**src/spq_pkg.sv**
```systemverilog
// spq_pkg: shared types and constants for the stable priority queue.
// Used by spq_cell and stable_priority_queue; depends on nothing.
`default_nettype none

package spq_pkg;

  localparam int PRIO_W       = 4;
  localparam int ID_W         = 31;
  localparam int OCC_W        = 5;
  localparam int CAPACITY_DEF = 16;

  typedef enum logic [1:0] {
    ST_INSERTED = 2'd0,
    ST_REMOVED  = 2'd1,
    ST_EMPTY    = 2'd2,
    ST_FULL     = 2'd3
  } status_t;

  typedef enum logic {
    CMD_INSERT = 1'b0,
    CMD_REMOVE = 1'b1
  } cmd_t;

  typedef struct packed {
    logic [PRIO_W-1:0] prio;
    logic [ID_W-1:0]   id;
  } entry_t;

  // per-cycle command broadcast to every cell
  typedef struct packed {
    logic ins;
    logic rem;
  } cell_ctrl_t;

endpackage

`default_nettype wire

```
**src/stable_priority_queue.sv**
```systemverilog
// Stable priority queue: result strobed on out_valid the cycle after accept.
// Throughput: one transaction per clock; busy is never raised, every cell shifts in parallel.
// The receiver cannot stall; each result is presented for exactly one cycle.
// Reset (synchronous, rst_n low) empties the queue and drops any pending strobe.
// Slot contents are not reset; only slots below the entry count are ever read.
// Depends on spq_pkg and spq_cell.
`default_nettype none

module stable_priority_queue #(
  parameter int CAPACITY = spq_pkg::CAPACITY_DEF
) (
  input  wire                         clk,
  input  wire                         rst_n,
  input  wire                         start,
  output logic                        busy,
  input  wire                         in_cmd,
  input  wire [spq_pkg::PRIO_W-1:0]   in_priority_req,
  input  wire [spq_pkg::ID_W-1:0]     in_entry_id,
  output logic                        out_valid,
  output logic [1:0]                  out_status,
  output logic [spq_pkg::PRIO_W-1:0]  out_priority,
  output logic [spq_pkg::ID_W-1:0]    out_id,
  output logic [spq_pkg::OCC_W-1:0]   out_occupancy
);

  localparam int CNT_W = $clog2(CAPACITY + 1);

  // ---------------------------------------------------------------
  // Command decode. The chain settles a whole insert or remove
  // combinationally, so a new transaction is accepted on every clock.
  // ---------------------------------------------------------------
  logic                acc;
  logic                is_rem;
  logic                full;
  logic                empty;
  spq_pkg::cell_ctrl_t ctrl;
  spq_pkg::entry_t     new_entry;

  logic [CNT_W-1:0]    count_r;
  logic [CNT_W-1:0]    count_nxt;

  assign busy      = 1'b0;
  assign acc       = start && !busy;
  assign is_rem    = (in_cmd == spq_pkg::CMD_REMOVE);
  assign full      = (count_r == CNT_W'(CAPACITY));
  assign empty     = (count_r == '0);
  assign ctrl.ins  = acc && !is_rem && !full;
  assign ctrl.rem  = acc && is_rem && !empty;
  assign new_entry = '{prio: in_priority_req, id: in_entry_id};

  // ---------------------------------------------------------------
  // Cell chain. Slot 0 is the head. Each cell raises take when it sits
  // at or behind the insert point; because the row is sorted, take is
  // monotonic along the chain, so the first taking cell loads the new
  // entry and every later taking cell loads its left neighbor. Ties go
  // behind existing entries, which keeps equal priorities in arrival
  // order. A remove shifts every cell one step toward the head.
  // ---------------------------------------------------------------
  logic            take_w     [CAPACITY];
  spq_pkg::entry_t data_w     [CAPACITY];
  logic            occupied_w [CAPACITY];

  for (genvar i = 0; i < CAPACITY; i++) begin : g_cell
    logic            lt;
    spq_pkg::entry_t le;
    spq_pkg::entry_t re;

    assign occupied_w[i] = (CNT_W'(i) < count_r);

    if (i == 0) begin : g_head
      assign lt = 1'b0;
      assign le = new_entry;
    end else begin : g_mid
      assign lt = take_w[i-1];
      assign le = data_w[i-1];
    end

    if (i == CAPACITY - 1) begin : g_tail
      assign re = data_w[i];
    end else begin : g_body
      assign re = data_w[i+1];
    end

    spq_cell u_cell (
      .clk         (clk),
      .ctrl        (ctrl),
      .occupied    (occupied_w[i]),
      .new_entry   (new_entry),
      .left_take   (lt),
      .left_entry  (le),
      .right_entry (re),
      .take        (take_w[i]),
      .entry       (data_w[i])
    );
  end

  // ---------------------------------------------------------------
  // Entry count
  // ---------------------------------------------------------------
  always_comb begin
    count_nxt = count_r;
    if (ctrl.ins) begin
      count_nxt = count_r + CNT_W'(1);
    end else if (ctrl.rem) begin
      count_nxt = count_r - CNT_W'(1);
    end
  end

  always_ff @(posedge clk) begin
    if (!rst_n) begin
      count_r <= '0;
    end else begin
      count_r <= count_nxt;
    end
  end

  // ---------------------------------------------------------------
  // Result register: status, popped head (zero unless removed) and
  // occupancy after the transaction, strobed for one cycle.
  // ---------------------------------------------------------------
  logic                        out_valid_r;
  spq_pkg::status_t            status_nxt;
  spq_pkg::status_t            out_status_r;
  logic [spq_pkg::PRIO_W-1:0]  out_priority_r;
  logic [spq_pkg::PRIO_W-1:0]  out_priority_nxt;
  logic [spq_pkg::ID_W-1:0]    out_id_r;
  logic [spq_pkg::ID_W-1:0]    out_id_nxt;
  logic [spq_pkg::OCC_W-1:0]   out_occ_r;

  always_comb begin
    status_nxt       = spq_pkg::ST_INSERTED;
    out_priority_nxt = '0;
    out_id_nxt       = '0;
    if (is_rem) begin
      if (empty) begin
        status_nxt = spq_pkg::ST_EMPTY;
      end else begin
        status_nxt       = spq_pkg::ST_REMOVED;
        out_priority_nxt = data_w[0].prio;
        out_id_nxt       = data_w[0].id;
      end
    end else if (full) begin
      status_nxt = spq_pkg::ST_FULL;
    end
  end

  always_ff @(posedge clk) begin
    if (!rst_n) begin
      out_valid_r <= 1'b0;
    end else begin
      out_valid_r <= acc;
    end
  end

  always_ff @(posedge clk) begin
    if (acc) begin
      out_status_r   <= status_nxt;
      out_priority_r <= out_priority_nxt;
      out_id_r       <= out_id_nxt;
      out_occ_r      <= spq_pkg::OCC_W'(count_nxt);
    end
  end

  assign out_valid     = out_valid_r;
  assign out_status    = out_status_r;
  assign out_priority  = out_priority_r;
  assign out_id        = out_id_r;
  assign out_occupancy = out_occ_r;

  // ---------------------------------------------------------------
  // Assertions
  // ---------------------------------------------------------------
  a_count_bound: assert property (@(posedge clk) disable iff (!rst_n)
    count_r <= CNT_W'(CAPACITY))
    else $error("entry count above capacity");

  a_strobe_follows: assert property (@(posedge clk) disable iff (!rst_n)
    acc |=> out_valid)
    else $error("accepted transaction gave no result strobe");

  a_pop_count: assert property (@(posedge clk) disable iff (!rst_n)
    ctrl.rem |=> count_r == $past(count_r) - CNT_W'(1))
    else $error("remove did not decrement the count");

  a_head_sorted: assert property (@(posedge clk) disable iff (!rst_n)
    occupied_w[CAPACITY-1] |-> data_w[0].prio <= data_w[CAPACITY-1].prio)
    else $error("full queue head less urgent than tail");

endmodule

`default_nettype wire

```
**src/spq_cell.sv**
```systemverilog
// spq_cell: one slot of the sorted shift-register queue.
// Depends on spq_pkg (entry_t, cell_ctrl_t).
`default_nettype none

module spq_cell (
  input  wire                 clk,
  input  spq_pkg::cell_ctrl_t ctrl,
  input  wire                 occupied,
  input  spq_pkg::entry_t     new_entry,
  input  wire                 left_take,
  input  spq_pkg::entry_t     left_entry,
  input  spq_pkg::entry_t     right_entry,
  output logic                take,
  output spq_pkg::entry_t     entry
);

  spq_pkg::entry_t entry_r;
  spq_pkg::entry_t entry_nxt;

  // slot is at or behind the insert point: empty, or strictly less urgent
  assign take  = !occupied || (entry_r.prio > new_entry.prio);
  assign entry = entry_r;

  always_comb begin
    entry_nxt = entry_r;
    if (ctrl.ins && take) begin
      entry_nxt = left_take ? left_entry : new_entry;
    end else if (ctrl.rem) begin
      entry_nxt = right_entry;
    end
  end

  always_ff @(posedge clk) begin
    entry_r <= entry_nxt;
  end

endmodule

`default_nettype wire

```
**config.mk**
```make
export PLATFORM = sky130hd
export DESIGN_NAME = stable_priority_queue
export DESIGN_NICKNAME = d
export VERILOG_FILES = /design/src/spq_pkg.sv /design/src/stable_priority_queue.sv /design/src/spq_cell.sv
export SDC_FILE = /design/constraint.sdc
export NUM_CORES = 1
export LEC_CHECK = 0
export BUFFER_PORTS_ARGS = -buffer_cell sky130_fd_sc_hd__clkbuf_2
export CORE_MARGIN = 4
export CORE_UTILIZATION = 35
export DETAILED_ROUTE_END_ITERATION = 10
export GPL_TIMING_DRIVEN = 0
export PLACE_DENSITY = 0.54
export SLEW_MARGIN = 25
export SYNTH_ARGS = -nofsm -noshare
export SYNTH_HDL_FRONTEND = slang
export SYNTH_SLANG_ARGS = --single-unit
```
**constraint.sdc**
```tcl
create_clock -name clk -period 6.7 [get_ports clk]
set_clock_uncertainty 0.1 [all_clocks]
set_input_delay 0.335 -clock clk [delete_from_list [all_inputs] [get_ports clk]]
set_output_delay 0.335 -clock clk [all_outputs]
set_load 0.005 [all_outputs]
```
=== Word-level counts from Yosys, hierarchy flattened ===
Cells that the tools add are included.

* Magnitude comparators: 32
* Eq/ne operators: 1
* Reduce and logical (&&, ||, !) cells: 72
* Div/mod/pow operators: 0
* Mux-type cells: 50
* Multiply operators: 0
* Shifts and indexed selects: 0
* Add/subtract/negate cells: 2
* Bitwise logic cells: 1

{| class="wikitable"
|+ Operators by type and width
! operator !! count
|-
| $mux 35 || 45
|-
| $gt 4x4->1 || 16
|-
| $lt 4x5->1 const A || 8
|-
| $reduce_bool 2->1 || 15
|-
| $logic_and 1x1->1 || 20
|-
| $lt 3x5->1 const A || 4
|-
| $logic_not 1->1 || 19
|-
| $logic_or 1x1->1 || 16
|-
| $lt 1x5->1 const A || 2
|-
| $lt 2x5->1 const A || 2
|-
| $mux 5 || 2
|-
| $mux 2 || 3
|-
| $add 5x1->5 const B || 1
|-
| $eq 5x5->1 const B || 1
|-
| $logic_not 5->1 || 1
|-
| $sub 5x1->5 const B || 1
|-
| $reduce_or 2->1 || 1
|-
| $not 1->1 || 1
|}

* Latch bits: 0
* ROM bits: 0
* Memories kept: 0
* Flip-flop bits (word level): 608
* Input bits: 39
* Memory bits (writable): 0

=== Depth between registers and ports, before layout ===
Gate-level depths: netlist of run 1.

* Word-level depth: 5
* Gate-level depth with buffers: 10
* Mapped depth without buffers: 7

=== By module ===
A second synthesis of run 1 with hierarchy kept.

* Cell total of the unflattened synthesis: 2326
* Area total of the unflattened synthesis: 36653.9 sq um

{| class="wikitable"
|+ By module, submodules not included
! module !! sequential area each (sq um) !! area each (sq um) !! cells each !! instances
|-
| spq_cell || 1051.0 || 2157.1 || 135 || 16
|-
| stable_priority_queue || 1381.3 || 2140.8 || 166 || 1
|}

=== Worst setup path before layout of run 1 ===
No wires, ideal clock.

* Kind: input to register
* Start: in in_priority_req[3] (netlist name)
* End: reg g_cell[14].u_cell.entry_r, in the netlist g_cell[14].u_cell.entry[0], enable pin
* Path buffers: 1
* Data required time: 6.124 ns
* Slack: 1.944 ns
* Stages on the path: 7
* Arrival: 4.180 ns
* Path through: inv_1 ha_1 and4_1 a21oi_1 nor2_2 buf_2 o21ai_0

* Longest elaborated chain between the ends: 4

{| class="wikitable"
|+ Ends and longest elaborated chain
! item !! line !! RTL
|-
| start, declared || stable_priority_queue.sv:17 || <nowiki>input wire [spq_pkg::PRIO_W-1:0] in_priority_req,</nowiki>
|-
| $gt 4x4->1 || spq_cell.sv:21 || <nowiki>assign take = !occupied || (entry_r.prio > new_entry.prio);</nowiki>
|-
| $logic_or 1x1->1 || spq_cell.sv:21 ||
|-
| $logic_and 1x1->1 || spq_cell.sv:26 || <nowiki>if (ctrl.ins && take) begin</nowiki>
|-
| $reduce_bool 2->1 (no source line) || n/a ||
|-
| end signal, assigned || spq_cell.sv:34 || <nowiki>entry_r <= entry_nxt;</nowiki>
|-
| end, declared || spq_cell.sv:17 || <nowiki>spq_pkg::entry_t entry_r;</nowiki>
|}

No other way between the ends.
A chain may end at the register's enable or synchronous reset.

=== Worst setup path in the final report of run 1 ===
* Start: reg count_r[0]
* End: reg g_cell[9].u_cell.entry_r, in the netlist g_cell[9].u_cell.entry[8], enable pin

* Longest elaborated chain between the ends: 5
* Elaborated cells on any way between the ends: 11
* Those cells by class: order compare (1); eq/ne (1); reduce/logical (9)

{| class="wikitable"
|+ Ends and longest elaborated chain
! item !! line !! RTL
|-
| start, declared || stable_priority_queue.sv:39 || <nowiki>logic [CNT_W-1:0] count_r;</nowiki>
|-
| start signal, assigned || stable_priority_queue.sv:113 || <nowiki>count_r <= count_nxt;</nowiki>
|-
| $lt 4x5->1 or $eq 5x5->1 (tied branches) || stable_priority_queue.sv:68, stable_priority_queue.sv:45 ||
|-
| $logic_not 1->1, on equally long branches || spq_cell.sv:21, stable_priority_queue.sv:47 ||
|-
| $logic_or 1x1->1 or $logic_and 1x1->1 (tied branches) || spq_cell.sv:21, stable_priority_queue.sv:47 ||
|-
| $logic_and 1x1->1 || spq_cell.sv:26 ||
|-
| $reduce_bool 2->1 (no source line) * || n/a ||
|-
| end signal, assigned || spq_cell.sv:34 ||
|-
| end, declared || spq_cell.sv:17 ||
|}

Every way passes the cells marked *; elsewhere a longest branch is shown, timed or not.

==> flow_summary.ini, run 1 <==
[setup_path]
critPathLaunchType = register
worst-setup-path-type = register to register
ff2ff_setup_slack_ps = 3100
critPathMaxFanout = 24
worstRegToRegCells = 8
worstReg2RegStart = count_r[0]
arrival_ps = 3820
reg2reg_to = g_cell[9].u_cell.entry[8]
required_ps = 6920
end_kind = register

[logic_synthesis]
synth_fp_nets = 2878
yosys_most_used_dff = edfxtp_1
synth_top_cell_area_share_pct = 52.6
async_flop_share_pct = 0
synth_commonest_cells = 602 x edfxtp_1, 394 x a21oi_1, 365 x mux2_2
syn_avg_cell_area_um2 = 12.4
ys_types = 66
synth_warnings = 0
synth_most_common_cell = edfxtp_1
ys_top_cells_by_area = edfxtp_1 53%, mux2_2 12%, mux2_4 6.0%
syn-instance-count = 2771
synth-edff-count = 602
ys_seq_area_share_pct = 52.9
synth_seq_cells = 608
syn_area_mm2 = 0.0344
synth_top_area_cell = edfxtp_1

[global_routing]
antenna_found_initial = 4
track_usage_pct = 18.1
overflow = 0
grt_max_degree = 47
grt_pass1_vias = 23600
grt_pass1_wl_mm = 144

[clock_tree]
cts_post_setup_buffers_inserted = 0
cts_tree = yes
clkTransAtPathRegs_ps = 60
clk_path_buf_depth = 3
cts.sinks = 608
clk_latency_ps = 620
cts-root-buf = clkbuf_16
ctsHoldBuffers = 1
cts-htree-levels = 3
cts_resized = 0
numCtsBuffers = 69

[drt]
vias_per_cell = 5.37
drtAntennaViolNets = 0
drt_iter0_drc = 1672
num_vias = 22900
routed_wl_mm = 96.5
drc = 0
dr.pass1.iters = 6
post_drt_wl_per_cell_um = 22.6

[power]
vdd_drop_max_uv = 214
p_per_area_mw_per_mm2 = 394
power_leakage_nw = 14.2

[min_path]
min_to = g_cell[7].u_cell.entry[33]
min_delay_path_depth = 3
min_from = in_priority_req[2]
min_path_type = input port to register

[timing]
hold_viol_final = 0
rsz0062_at_grt = false
final.period_utilization_pct = 53.8
finalSetupViolCount = 0
timing.slew.headroom_pct = 33.1
tightest_slew_ps = 1000
clock.fmax_mhz = 277
finalMaxSlewViolations = 0
min_period_ps = 3600
fin_ws_ps = 3100

[floorplan]
die_w_um = 321
die_y_um = 321
die_area_mm2 = 0.103
num_rows = 114
initial_core_util_pct = 35.4
core_mm2 = 0.0971
io_pins = 83

[placed_design]
hpwl_mm = 77.9
gp_congestion = 0.847
place_ws_ps = 2590
portBuffers = 81

[finish]
drive_gt1_share_pct = 29.1
syn_to_final_growth_pct = 13.3
n_fill_cell = 9342
nNetsFinal = 3047
final_util_pct = 40.1

[outcome]
status = finished clean

[job]
cap_viol_max_count = 0
-- layer usage --
| metal | share of wire [%] | wire length [um] | global-route usage [%] | vias up |
|---|---|---|---|---|
| li1 | - | - | - | 11100 |
| met1 | 45 | 43300 | 23.7 | 11100 |
| met2 | 48 | 46700 | 31.7 | 608 |
| met3 | 4.5 | 4340 | 2.03 | 117 |
| met4 | 2.2 | 2100 | 5.18 | 0 |
| met5 | 0 | 0 | 0 | - |
-- per-stage QoR --
step | std cells | instance area, um^2 | setup TNS (ps) | hold WS, ps | power [mW]
floorplan | 2771 | 34400 | 0 | 347 | 10.0
global placement | 4128 | 36400 | -6150 | 425 | 11.4
detailed placement | 4144 | 36800 | 0 | 433 | 11.7
CTS | 4262 | 39000 | 0 | 196 | 15.4
global route | 4264 | 39000 | 0 | 236 | 16.2
finish | 4264 | 39000 | 0 | 227 | 15.4
-- sequential cells by signal (all words and copies together), names as in the netlist --
register / flops
g_cell.u_cell.entry: 560
out_id: 31
count_r: 5
out_occupancy: 5
out_priority: 4
out_status: 2
out_valid: 1
-- layout by cell type, fill, tap and decap left out, types with 9 or more instances in the layout --
| cell | instances |
|---|---|
| inv_1 | 25 |
| nor2b_1 | 14 |
| buf_6 | 21 |
| and2_1 | 15 |
| o22ai_1 | 34 |
| clkbuf_16 | 71 |
| buf_12 | 9 |
| ha_1 | 68 |
| mux2i_1 | 82 |
| and3_1 | 36 |
| clkbuf_2 | 80 |
| nand4_1 | 13 |
| o21a_1 | 12 |
| mux2_4 | 138 |
| edfxtp_1 | 602 |
| nand2_1 | 71 |
| a31oi_1 | 175 |
| buf_2 | 80 |
| buf_4 | 28 |
| nand2b_2 | 13 |
| nand3_1 | 144 |
| nor2_1 | 11 |
| o21ai_0 | 183 |
| mux2_1 | 11 |
| clkinv_1 | 14 |
| a21oi_1 | 393 |
| mux2_2 | 365 |
| clkbuf_1 | 159 |
-- worst max-delay path by stage --
| stage | startpoint | endpoint | slack [ps] | depth (start not counted) |
|---|---|---|---|---|
| final | count_r[0] | g_cell[9].u_cell.entry[8] | 3100 | 8 |
| after global routing | count_r[0] | g_cell[9].u_cell.entry[3] | 2910 | 8 |
| after CTS | count_r[1] | g_cell[8].u_cell.entry[7] | 3190 | 9 |
| after detailed placement | in_priority_req[3] | g_cell[10].u_cell.entry[7] | 2590 | 10 |
| after global placement | in_priority_req[3] | g_cell[14].u_cell.entry[7] | -180 | 8 |
| after floorplan | in_priority_req[3] | g_cell[14].u_cell.entry[0] | 1940 | 7 |
-- final cells by class --
cell class | count | area, um^2 | area share, %
sequential | 608 | 18200 | 46.7
multi-input combinational | 1862 | 14700 | 37.8
clock buffer | 90 | 1870 | 4.79
tap | 1276 | 1600 | 4.10
buffer | 276 | 1430 | 3.68
timing repair buffer | 98 | 791 | 2.03
clock inverter | 27 | 272 | 0.697
inverter | 25 | 93.8 | 0.241
antenna | 2 | 5.00 | 0.0128
-- cells by family after synthesis --
logic type / count (synthesis) / synth area share, %
AO/OA/AOI/OAI: 855 / 14.2
multiplexers: 596 / 20.7
flip-flops: 608 / 52.9
adder cells (fa/ha/maj): 68 / 2.47
other: 1 / 0.0109
buffers and inverters: 301 / 4.44
XOR/XNOR: 5 / 0.127
AND/OR/NAND/NOR: 337 / 5.13
-- report_power, final --
group / switching [mW] / leakage [nW] / total, mW / internal [mW]
Clock: 1.55 / 1.04 / 3.73 / 2.18
Sequential: 0.500 / 5.75 / 6.13 / 5.63
Combinational: 3.12 / 7.36 / 5.51 / 2.39
Total: 5.17 / 14.2 / 15.4 / 10.2
-- critical path: stages (launching register included) --
cell and delay [ps]:
dfxtp_1 550, inv_1 190, ha_1 330, a31oi_4 490, buf_2 390, and2_1 170, clkbuf_1 390, nand2b_2 450
buf_16 220
(Power assumes the default switching activity.)
==> run 2: changes to the inputs <==
==> constraint.sdc (replaced) <==
create_clock -name clk -period 3.65 [get_ports clk]
set_clock_uncertainty 0.1 [all_clocks]
set_input_delay 0.1825 -clock clk [delete_from_list [all_inputs] [get_ports clk]]
set_output_delay 0.1825 -clock clk [all_outputs]
set_load 0.005 [all_outputs]
==> run 2 against run 1 <==
Die area unchanged. Cell area increased by 0.11%. Final cell count up 0.28%.
==> flow_summary.ini, run 2 (synthesis results as in run 1) <==
[outcome]
status = finished clean

[finish]
largest_reg_flops = 560
layout_common_cells = 602 x edfxtp_1, 393 x a21oi_1, 365 x mux2_2
final_common_cell = edfxtp_1
drive_gt1_share_pct = 29.2
nNetsFinal = 3047
final_cell_area_mm2 = 0.0390
syn_to_final_growth_pct = 13.5
final_util_pct = 40.2
n_fill_cell = 9338

[global_routing]
antenna_found_initial = 4
grt_max_degree = 47
use_met2_pct = 30.9
gr-max-usage-layer = met2
grt_pass1_vias = 23500
grt_util_met3_pct = 2.02
track_usage_pct = 18.0
overflow = 0
use_met1_pct = 24.1
grt_pass1_wl_mm = 144

[timing]
timing.slew.headroom_pct = 35.1
finalSetupTns_ps = 0
hold_viol_final = 0
rsz0062_at_grt = false
clock.fmax_mhz = 282
min_period_ps = 3540
finalSetupViolCount = 0
final.period_utilization_pct = 97.1
tightest_slew_ps = 973
finalMaxSlewViolations = 0

[drt]
vias_per_cell = 5.38
dr.pass1.iters = 5
drt_iter0_drc = 1496
routed_wl_mm = 95.7
drtAntennaViolNets = 0
num_vias = 23000
post_drt_wl_per_cell_um = 22.4
drc = 0

[power]
p_per_area_mw_per_mm2 = 721
power_leakage_nw = 14.2
vdd_drop_max_uv = 300

[clock_tree]
cts.sinks = 608
numCtsBuffers = 69
cts_post_setup_buffers_inserted = 0
cts-htree-levels = 3
clk_path_buf_depth = 3
cts-root-buf = clkbuf_16
clk_latency_ps = 620
cts_tree = yes
clkTransAtPathRegs_ps = 60

[floorplan]
core_mm2 = 0.0971
io_pins = 83
die_w_um = 321
die_y_um = 321
initial_core_util_pct = 35.4
die_area_mm2 = 0.103
num_rows = 114

[setup_path]
critPathMostFrequentCell = buf_2
crit_cells = 9
worstRegToRegCells = 9
required_ps = 3900
cp_top_family = buffers and inverters
critPathLaunchType = register
cp_slowest_cell = nand3_1
end_kind = register
worst-setup-path-type = register to register
path_cells = buf_2 -> inv_1 -> ha_1 -> or4b_1 -> buf_2 -> nand3_1 -> clkbuf_4 -> nand2b_2 -> buf_16
arrival_ps = 3800
worst-path-buf-inv = 5
cp_slowest_stage_delay_ps = 460
critPathMaxFanout = 25

[placed_design]
hpwl_mm = 77.5
place_area_mm2 = 0.0368
gp_congestion = 0.840
portBuffers = 81

[min_path]
min_delay_path_depth = 3
min_path_type = input port to register

[job]
cap_viol_max_count = 0
==> run 2: changes by cell type in the layout (fill, tap and decap cells not counted), sizes merged <==
cell	previous run	this run
clkinv	20	31
inv	26	31
buf	150	149
clkbuf	313	307
bufinv	6	5
diode	2	6
==> run 2: path summary, 6_finish.rpt <==
| kind | from | end | slack (ps) |
|---|---|---|---|
| worst max-delay path | count_r[1] | g_cell[8].u_cell.entry[12] | 110 |
| worst min-delay path | in_priority_req[2] | g_cell[3].u_cell.entry[33] | 80 |
| worst max register to register | count_r[1] | g_cell[8].u_cell.entry[12] | 110 |
| worst min register to register | g_cell[15].u_cell.entry[23] | g_cell[14].u_cell.entry[23] | 440 |
==> run 2: worst register-to-register path: stages (launching register included) <==
cell and delay, ps:
dfxtp_1 300, buf_2 180, inv_1 240, ha_1 340, or4b_1 440, buf_2 230
nand3_1 460, clkbuf_4 440, nand2b_2 290, buf_16 260
==> run 2: final cells by class <==
class | count | area (um^2) | share of cell area (%)
diodes | 6 | 15.0 | 0.0385
plain buffers | 276 | 1440 | 3.68
clock buffers | 83 | 1820 | 4.67
clock inverters | 42 | 334 | 0.856
inverters | 25 | 93.8 | 0.241
multi-input cells | 1862 | 14700 | 37.7
flip-flops and latches | 608 | 18200 | 46.6
well taps | 1276 | 1600 | 4.09
repair buffers | 98 | 798 | 2.05
==> run 2: through the flow <==
step	hold slack, ps	total power [mW]	worst slack, ps	instances
final	77.1	28.1	106	4276
after global routing	76.9	29.6	17.9	4273
after CTS	36.2	28.3	103	4270
after detailed placement	434	21.4	-315	4144
after global placement	425	21.0	-1660	4128
after floorplan	195	18.4	110	2771
==> run 2: power by group <==
group | internal [mW] | switching (mW)
clock | 3.92 | 2.87
combinational | 4.39 | 5.70
sequential | 10.3 | 0.919
total | 18.6 | 9.49
==> run 2: repair_timing <==
| item | in CTS | in global routing |
|---|---|---|
| hold buffers | 1 | 0 |
| hold endpoints to repair | 6 | 0 |
| resized for setup | 0 | 2 |
| endpoints found under the setup margin | 0 | 164 |
==> run 2: layer usage <==
layer | vias to the layer above | share of wire [%] | routed length [um]
met5 | - | 0 | 0
met4 | 0 | 2.5 | 2370
met3 | 127 | 4.4 | 4180
met2 | 596 | 48 | 46000
met1 | 11100 | 45 | 43100
li1 | 11100 | - | -
